$ cat src/rtl/ssd_pkg.sv
`timescale 1ns / 1ps
`default_nettype none
// ----------------------------------------------------------------------------
// ssd_pkg
// Types, segment font and control store for the seven-segment shift driver.
// ----------------------------------------------------------------------------
package ssd_pkg;

  localparam int DIGITS_DEFAULT = 4;

  localparam logic [7:0] CODE_FIRST = 8'h20;
  localparam logic [7:0] CODE_LAST  = 8'h7E;
  localparam logic [7:0] DP_MASK    = 8'h80;
  localparam int         FONT_SIZE  = 95;

  localparam logic [7:0] SEG_FONT [FONT_SIZE] = '{
    8'h00, 8'h82, 8'hA2, 8'h5C, 8'h6D, 8'h00, 8'h7F, 8'h02,
    8'h39, 8'h0F, 8'h00, 8'h00, 8'h04, 8'h40, 8'h00, 8'h52,
    8'h3F, 8'h06, 8'h5B, 8'h4F, 8'h66, 8'h6D, 8'h7D, 8'h07, 8'h7F, 8'h6F,
    8'h48, 8'h48, 8'h58, 8'h48, 8'h4C, 8'h53, 8'h7B,
    8'h77, 8'h7C, 8'h39, 8'h5E, 8'h79, 8'h71, 8'h3D, 8'h76,
    8'h06, 8'h1E, 8'h7A, 8'h38, 8'h37, 8'h54, 8'h3F, 8'h73,
    8'h67, 8'h50, 8'h6D, 8'h78, 8'h3E, 8'h3E, 8'h3E, 8'h76,
    8'h6E, 8'h5B, 8'h39, 8'h64, 8'h0F, 8'h23, 8'h08, 8'h60,
    8'h5F, 8'h7C, 8'h58, 8'h5E, 8'h79, 8'h71, 8'h6F, 8'h74,
    8'h04, 8'h1E, 8'h7A, 8'h06, 8'h37, 8'h54, 8'h5C, 8'h73,
    8'h67, 8'h50, 8'h6D, 8'h78, 8'h1C, 8'h1C, 8'h1C, 8'h76,
    8'h6E, 8'h5B, 8'h39, 8'h30, 8'h0F, 8'h62
  };

  typedef enum logic {
    ACT_WRITE = 1'b0,
    ACT_FLUSH = 1'b1
  } action_t;

  typedef enum logic [2:0] {
    S_IDLE   = 3'd0,
    S_LOAD   = 3'd1,
    S_SHIFT  = 3'd2,
    S_NEXT   = 3'd3,
    S_STROBE = 3'd4
  } step_t;

  typedef enum logic [1:0] {
    COND_ALWAYS     = 2'd0,
    COND_FLUSH      = 2'd1,
    COND_BIT_LAST   = 2'd2,
    COND_DIGIT_ZERO = 2'd3
  } cond_t;

  typedef struct packed {
    logic  take;
    logic  load;
    logic  emit;
    logic  strobe;
    logic  dec_digit;
    cond_t cond;
    step_t target;
    step_t alt;
  } uword_t;

  function automatic logic [7:0] glyph_of(input logic [7:0] code);
    logic [7:0] idx;
    idx = code - CODE_FIRST;
    if (code >= CODE_FIRST && code <= CODE_LAST) begin
      return SEG_FONT[idx[6:0]];
    end
    return 8'h00;
  endfunction

  // control store: take load emit strobe dec cond target alt
  function automatic uword_t ucode(input step_t s);
    uword_t w;
    unique case (s)
      S_IDLE:   w = '{1'b1, 1'b0, 1'b0, 1'b0, 1'b0, COND_FLUSH,      S_LOAD,   S_IDLE};
      S_LOAD:   w = '{1'b0, 1'b1, 1'b0, 1'b0, 1'b0, COND_ALWAYS,     S_SHIFT,  S_SHIFT};
      S_SHIFT:  w = '{1'b0, 1'b0, 1'b1, 1'b0, 1'b0, COND_BIT_LAST,   S_NEXT,   S_SHIFT};
      S_NEXT:   w = '{1'b0, 1'b0, 1'b0, 1'b0, 1'b1, COND_DIGIT_ZERO, S_STROBE, S_LOAD};
      S_STROBE: w = '{1'b0, 1'b0, 1'b1, 1'b1, 1'b0, COND_ALWAYS,     S_IDLE,   S_IDLE};
      default:  w = '{1'b0, 1'b0, 1'b0, 1'b0, 1'b0, COND_ALWAYS,     S_IDLE,   S_IDLE};
    endcase
    return w;
  endfunction

endpackage
`default_nettype wire

$ cat src/rtl/ssd_cmd_if.sv
`timescale 1ns / 1ps
`default_nettype none
// ----------------------------------------------------------------------------
// ssd_cmd_if
// Command channel: write a digit or flush the buffer.
// ----------------------------------------------------------------------------
interface ssd_cmd_if;
  logic       valid;
  logic       ready;
  logic       action;
  logic [7:0] position;
  logic [7:0] character;
  logic       decimal_point;

  modport source (output valid, action, position, character, decimal_point, input ready);
  modport sink   (input valid, action, position, character, decimal_point, output ready);
endinterface
`default_nettype wire

$ cat src/rtl/ssd_bit_if.sv
`timescale 1ns / 1ps
`default_nettype none
// ----------------------------------------------------------------------------
// ssd_bit_if
// Serial bit channel toward the shift-register chain.
// ----------------------------------------------------------------------------
interface ssd_bit_if;
  logic valid;
  logic ready;
  logic serial_data;
  logic strobe_res;
  logic last;

  modport source (output valid, serial_data, strobe_res, last, input ready);
  modport sink   (input valid, serial_data, strobe_res, last, output ready);
endinterface
`default_nettype wire

$ cat src/rtl/seven_segment_shift_display_top.sv
`timescale 1ns / 1ps
`default_nettype none
// ----------------------------------------------------------------------------
// seven_segment_shift_display_top
// Seven-segment digit buffer shifted out to a cascaded shift-register chain.
//
// cmd  : valid/ready command channel. action 0 writes one digit (font lookup,
//        decimal point on bit 7, stored active low); position >= DIGITS is
//        dropped. action 1 flushes the buffer when it is dirty.
// bits : valid/ready bit channel, one transfer per chain bit, last digit
//        first and MSB first, then one strobe transfer with last set.
// A control-store sequencer runs a dirty flush: one load step, eight shift
// steps and one digit step per digit, plus the accept and strobe steps. After
// the flush transfer the sequencer passes the load step, and the first bit is
// registered in the first shift step; a clean flush returns no transfers.
// cmd.ready is high only in the idle step.
// A stalled receiver holds the output register and freezes the step counter.
// Reset clears the buffer to zero and marks it dirty.
// ----------------------------------------------------------------------------
module seven_segment_shift_display_top
  import ssd_pkg::*;
#(
  parameter int DIGITS = DIGITS_DEFAULT
) (
  input  wire         clk,
  input  wire         rst,
  ssd_cmd_if.sink     cmd,
  ssd_bit_if.source   bits
);

  localparam int         DW       = (DIGITS > 1) ? $clog2(DIGITS) : 1;
  localparam logic [7:0] DIGITS_B = 8'(DIGITS);
  localparam logic [DW-1:0] DIGIT_TOP = DW'(DIGITS - 1);

  logic [7:0]    buffer [DIGITS];
  logic          dirty;
  logic [7:0]    shreg;
  logic [2:0]    bit_cnt;
  logic [DW-1:0] digit;

  step_t  step, step_next;
  uword_t uw;

  logic out_valid, out_data, out_strobe;
  logic out_free, stall, cond_true, cmd_xfer, do_flush, do_write;
  logic [7:0] stored;

  assign uw        = ucode(step);
  assign cmd.ready = uw.take;
  assign cmd_xfer  = cmd.valid && uw.take;
  assign do_flush  = cmd_xfer && (cmd.action == ACT_FLUSH) && dirty;
  assign do_write  = cmd_xfer && (cmd.action == ACT_WRITE) && (cmd.position < DIGITS_B);
  assign out_free  = !out_valid || bits.ready;
  assign stall     = uw.emit && !out_free;
  assign stored    = ~(glyph_of(cmd.character) | (cmd.decimal_point ? DP_MASK : 8'h00));

  always_comb begin
    unique case (uw.cond)
      COND_ALWAYS:     cond_true = 1'b1;
      COND_FLUSH:      cond_true = do_flush;
      COND_BIT_LAST:   cond_true = (bit_cnt == 3'd0);
      COND_DIGIT_ZERO: cond_true = (digit == '0);
      default:         cond_true = 1'b1;
    endcase
    if (stall) begin
      step_next = step;
    end else if (cond_true) begin
      step_next = uw.target;
    end else begin
      step_next = uw.alt;
    end
  end

  always_ff @(posedge clk) begin
    if (rst) begin
      step <= S_IDLE;
    end else begin
      step <= step_next;
    end
  end

  always_ff @(posedge clk) begin
    if (rst) begin
      for (int i = 0; i < DIGITS; i++) begin
        buffer[i] <= 8'h00;
      end
      dirty <= 1'b1;
    end else if (do_write) begin
      buffer[cmd.position[DW-1:0]] <= stored;
      if (buffer[cmd.position[DW-1:0]] != stored) begin
        dirty <= 1'b1;
      end
    end else if (do_flush) begin
      dirty <= 1'b0;
    end
  end

  always_ff @(posedge clk) begin
    if (do_flush) begin
      digit <= DIGIT_TOP;
    end else if (uw.dec_digit && digit != '0) begin
      digit <= digit - DW'(1);
    end
    if (uw.load) begin
      shreg   <= buffer[digit];
      bit_cnt <= 3'd7;
    end else if (uw.emit && !uw.strobe && !stall) begin
      shreg   <= {shreg[6:0], 1'b0};
      bit_cnt <= bit_cnt - 3'd1;
    end
  end

  always_ff @(posedge clk) begin
    if (rst) begin
      out_valid <= 1'b0;
    end else if (uw.emit && out_free) begin
      out_valid <= 1'b1;
    end else if (bits.ready) begin
      out_valid <= 1'b0;
    end
  end

  always_ff @(posedge clk) begin
    if (uw.emit && out_free) begin
      out_data   <= uw.strobe ? 1'b0 : shreg[7];
      out_strobe <= uw.strobe;
    end
  end

  assign bits.valid       = out_valid;
  assign bits.serial_data = out_data;
  assign bits.strobe_res  = out_strobe;
  assign bits.last        = out_strobe;

  a_strobe_item: assert property (@(posedge clk) disable iff (rst)
    bits.valid && bits.strobe_res |-> bits.last && !bits.serial_data)
    else $error("strobe transfer carries data");

  a_flush_start: assert property (@(posedge clk) disable iff (rst)
    do_flush |=> step == S_LOAD && !dirty)
    else $error("flush did not start a run");

  a_strobe_digit: assert property (@(posedge clk) disable iff (rst)
    step == S_STROBE |-> digit == '0)
    else $error("strobe before last digit");

  a_busy_no_cmd: assert property (@(posedge clk) disable iff (rst)
    step != S_IDLE |-> !cmd.ready)
    else $error("command taken during run");

endmodule
`default_nettype wire
$ cat src/flat_wrapper.sv
// flat-port wrapper written by rule: the top's interface ports become plain ports
module seven_segment_shift_display_top_flat import ssd_pkg::*;
#(
  parameter int DIGITS = DIGITS_DEFAULT
)
  (clk, rst, cmd_valid, cmd_action, cmd_position, cmd_character, cmd_decimal_point, cmd_ready, bits_valid, bits_serial_data, bits_strobe_res, bits_last, bits_ready);
  ssd_cmd_if cmd_i ();
  ssd_bit_if bits_i ();
  input  wire clk;
  input  wire rst;
  input wire logic [$bits(cmd_i.valid)-1:0] cmd_valid;
  input wire logic [$bits(cmd_i.action)-1:0] cmd_action;
  input wire logic [$bits(cmd_i.position)-1:0] cmd_position;
  input wire logic [$bits(cmd_i.character)-1:0] cmd_character;
  input wire logic [$bits(cmd_i.decimal_point)-1:0] cmd_decimal_point;
  output wire logic [$bits(cmd_i.ready)-1:0] cmd_ready;
  output wire logic [$bits(bits_i.valid)-1:0] bits_valid;
  output wire logic [$bits(bits_i.serial_data)-1:0] bits_serial_data;
  output wire logic [$bits(bits_i.strobe_res)-1:0] bits_strobe_res;
  output wire logic [$bits(bits_i.last)-1:0] bits_last;
  input wire logic [$bits(bits_i.ready)-1:0] bits_ready;
  assign cmd_i.valid = cmd_valid;
  assign cmd_i.action = cmd_action;
  assign cmd_i.position = cmd_position;
  assign cmd_i.character = cmd_character;
  assign cmd_i.decimal_point = cmd_decimal_point;
  assign cmd_ready = cmd_i.ready;
  assign bits_valid = bits_i.valid;
  assign bits_serial_data = bits_i.serial_data;
  assign bits_strobe_res = bits_i.strobe_res;
  assign bits_last = bits_i.last;
  assign bits_i.ready = bits_ready;
  seven_segment_shift_display_top #(.DIGITS(DIGITS)) u_core (.clk(clk), .rst(rst), .cmd(cmd_i), .bits(bits_i));
endmodule
$ cat config.mk
export PLATFORM = sky130hd
export DESIGN_NAME = seven_segment_shift_display_top_flat
export DESIGN_NICKNAME = d
export VERILOG_FILES = /design/src/rtl/ssd_pkg.sv /design/src/rtl/ssd_cmd_if.sv /design/src/rtl/ssd_bit_if.sv /design/src/rtl/seven_segment_shift_display_top.sv /design/src/flat_wrapper.sv
export SDC_FILE = /design/constraint.sdc
export NUM_CORES = 1
export LEC_CHECK = 0
export BUFFER_PORTS_ARGS = -buffer_cell sky130_fd_sc_hd__buf_2
export CAP_MARGIN = 20
export CELL_PAD_IN_SITES_DETAIL_PLACEMENT = 1
export CELL_PAD_IN_SITES_GLOBAL_PLACEMENT = 2
export CORE_ASPECT_RATIO = 1.25
export CORE_MARGIN = 2
export CORE_UTILIZATION = 36
export CTS_CLUSTER_DIAMETER = 150
export CTS_CLUSTER_SIZE = 20
export DETAILED_ROUTE_END_ITERATION = 10
export GPL_ROUTABILITY_DRIVEN = 0
export PLACE_DENSITY = 0.84
export SLEW_MARGIN = 15
export SYNTH_ARGS = -nofsm -noshare
export SYNTH_HDL_FRONTEND = slang
export SYNTH_SLANG_ARGS = --single-unit
$ cat constraint.sdc
create_clock -name clk -period 3.17 [get_ports clk]
set_input_delay 0.634 -clock clk [delete_from_list [all_inputs] [get_ports clk]]
set_output_delay 0.634 -clock clk [all_outputs]
set_load 0.05 [all_outputs]
==> metrics <==
status finished clean; Seq cells post-synth 54; pre-CTS WS 0.0361 ns; Area growth syn-to-layout 11.9%; Post-synth EDFFs 42; Die X-Extent 99.4 µm; worst-case reg-to-reg path depth 5; worst setup path end u_core.dirty$_SDFFE_PP1P_; CTS-repair resized insts 0; CTS Buf Count 5; WL/cell 21.2 µm; Worst-path clk slew 0.07 ns; # setup viols final 0; Worst setup SP type primary input; placed cell area ~0.0044 mm²; slew margin rel. 60.3%; Worst-Skew Late Latency 0.29 ns; Max Cap Viol 0; CTS H-Tree Depth 2; Reg-to-Reg Start u_core.step[2]$_SDFFE_PP0N_; largest net degree at the start of global routing 29; worst setup margin 0.328 ns; Post-synth top flop edfxtp_1; CTS hold repair buffers 0; most frequent cells after synthesis nor2_1 (52), edfxtp_1 (42), nand2_1 (26); Routed WL 12400 µm; Synth Cell Area 0.00409 mm²; Final Cell Area 0.00458 mm²; buffer depth of the longest clock path 2; Die Height 123 µm; Starting Density about 37%; FF-to-FF setup slack ~0.60 ns; most common cell in the synthesized netlist nor2_1; RSZ-0062 raised after global routing no; post-synth top area cell edfxtp_1; total power roughly 0.0018 W; vias in the first global route 3721; Pleak 1.80 nW; initial antenna violation count 0; layout cells sized above 1 22.5%; Achievable Freq ~0.35 GHz; Reg-to-Reg End u_core.buffer[0][6]$_SDFFCE_PN0P_; arrival time of the worst setup path 3.03 ns; count of cell types in the netlist 65; Max rail drop VDD a little over 0.0002 V; CTS root buf clkbuf_16; CTS tree done; vias per cell 5.94; top cell type's share of synthesized area 30.8%; Clock Sinks 54; number of post-CTS setup repair buffers 0; Worst Setup SP cmd_character[0]; remaining global-route overflow 0; DPL Wire Length 9410 µm; Final Max Tran Viols 0; Synth Instances about 420; Setup Skew 0.00703 ns; die area between 0.01 and 0.015 mm²; period utilisation layout 89.6%; Final ANT Viol Nets 0; Worst Path Max Fanout 9; drt pass-1 iters 5; DRC errors left 0; IO Count 27; first-pass GRT wire length 19700 µm; power density over the cells 403 mW/mm²; Yosys warnings 0; dominant cells by area after synthesis edfxtp_1 (31%), mux4_2 (10%), dfxtp_1 (5.9%); antenna fix cells 0; global-route usage over all layers 20.8%; Hold Crit Class flip-flop to flip-flop; syn_nets 460; Synth Area per Inst around 9.6 µm²; sequential element share of the synthesized area a little under two fifths; Final Critical Period 2.84 ns; core box area 0.0111 mm²; Setup TNS 0 ns; final core utilization 41.3%; Critical Path RT 3.36 ns; Worst Tran Pin Value 0.580 ns; Detailed Route Iter0 Violations approximately 180; num rows 43; Final nets 484; Setup crit end kind flip-flop; I/O Buffers 26; ys async rst share 0%; DR vias 3468; Hold Vio Cnt, Final 0; crit path kind primary input to flip-flop
==> sequential cells by signal, summed over array words and instances, names as in the netlist, named ones only <==
signal	flops
u_core.buffer	32
u_core.dirty	1
u_core.shreg	8
u_core.digit	2
u_core.bits.last	1
u_core.step	3
u_core.bit_cnt	3
u_core.bits.serial_data	1
u_core.bits.valid	1
==> report_power, final <==
group          internal (W)  switching, W  leakage (nW)
Sequential         0.000810     0.0000324         0.522
Combinational      0.000198      0.000279          1.21
Clock              0.000291      0.000236        0.0655
==> critical path, stage by stage <==
cell and delay [ns]:
buf_2 0.12, inv_1 0.10, ha_1 0.52, nor2b_1 0.36, or3_1 0.19, a21oi_1 0.06, o311ai_1 0.38, and3_1 0.23
o221ai_1 0.13, o31a_1 0.31
==> kinds of logic (layout without fill, tap and decap cells) <==
logic type | count (synthesis) | count (layout) | share of synthesized area, %
AOI/OAI and AO/OA | 97 | 97 | 17.1
xor gates and xnor gates | 9 | 9 | 1.93
adders and majority gates | 14 | 14 | 4.28
buffers and inverters | 56 | 81 | 6.09
DFF | 54 | 54 | 36.7
muxes | 31 | 31 | 13.7
and+or+nand+nor | 163 | 163 | 20.2
==> placed cells by master (no fill, tap or decap), types with 13 or more instances in the layout <==
cell / instances
nor2_1: 52
nand2_1: 26
buf_4: 27
ha_1: 14
mux4_2: 19
buf_2: 26
o21ai_0: 13
inv_1: 17
nand2b_1: 18
a21oi_1: 24
edfxtp_1: 42
==> per-stage QoR <==
stage / hold slack (ns) / std cells
3_5_place_dp: 0.515 / 576
2_1_floorplan: 0.472 / 424
3_3_place_gp: 0.486 / 576
4_1_cts: 0.537 / 584
5_1_grt: 0.554 / 584
6_report: 0.531 / 584
==> metal layers <==
metal  wire length [µm]  part of all wire, %  GRT usage [%]
met1               4890                   39           22.1
met2               6800                   55           40.8
met3                310                  2.5           2.43
met4                376                  3.0           8.82
met5                  0                    0              0
==> cell type report <==
class                   instances  area (µm²)
flip-flops and latches         54        1500
repair buffers                 54         353
clock inverters                 1        3.75
clock buffers                   7         133
well taps                     135         169
inverters                      19        76.3
multi-input cells             314        2340
fillers                      1297        6510
==> how the worst min path moves through the flow <==
stage / startpoint / to / slack (ns) / cells after the start
6_report: u_core.digit[1]$_SDFFE_PP1P_ / u_core.digit[1]$_SDFFE_PP1P_ / 0.53 / 2
5_1_grt: u_core.digit[1]$_SDFFE_PP1P_ / flip-flop / 0.55 / 2
4_1_cts: u_core.bit_cnt[2]$_SDFFE_PP1P_ / u_core.bit_cnt[2]$_SDFFE_PP1P_ / 0.54 / 2
3_5_place_dp: u_core.bit_cnt[1]$_SDFFE_PP1P_ / u_core.bit_cnt[1]$_SDFFE_PP1P_ / 0.51 / 2
3_3_place_gp: u_core.bit_cnt[1]$_SDFFE_PP1P_ / u_core.bit_cnt[1]$_SDFFE_PP1P_ / 0.49 / 2
2_1_floorplan: u_core.digit[1]$_SDFFE_PP1P_ / flip-flop / 0.47 / 2
Power figures use the tool's default switching activity.
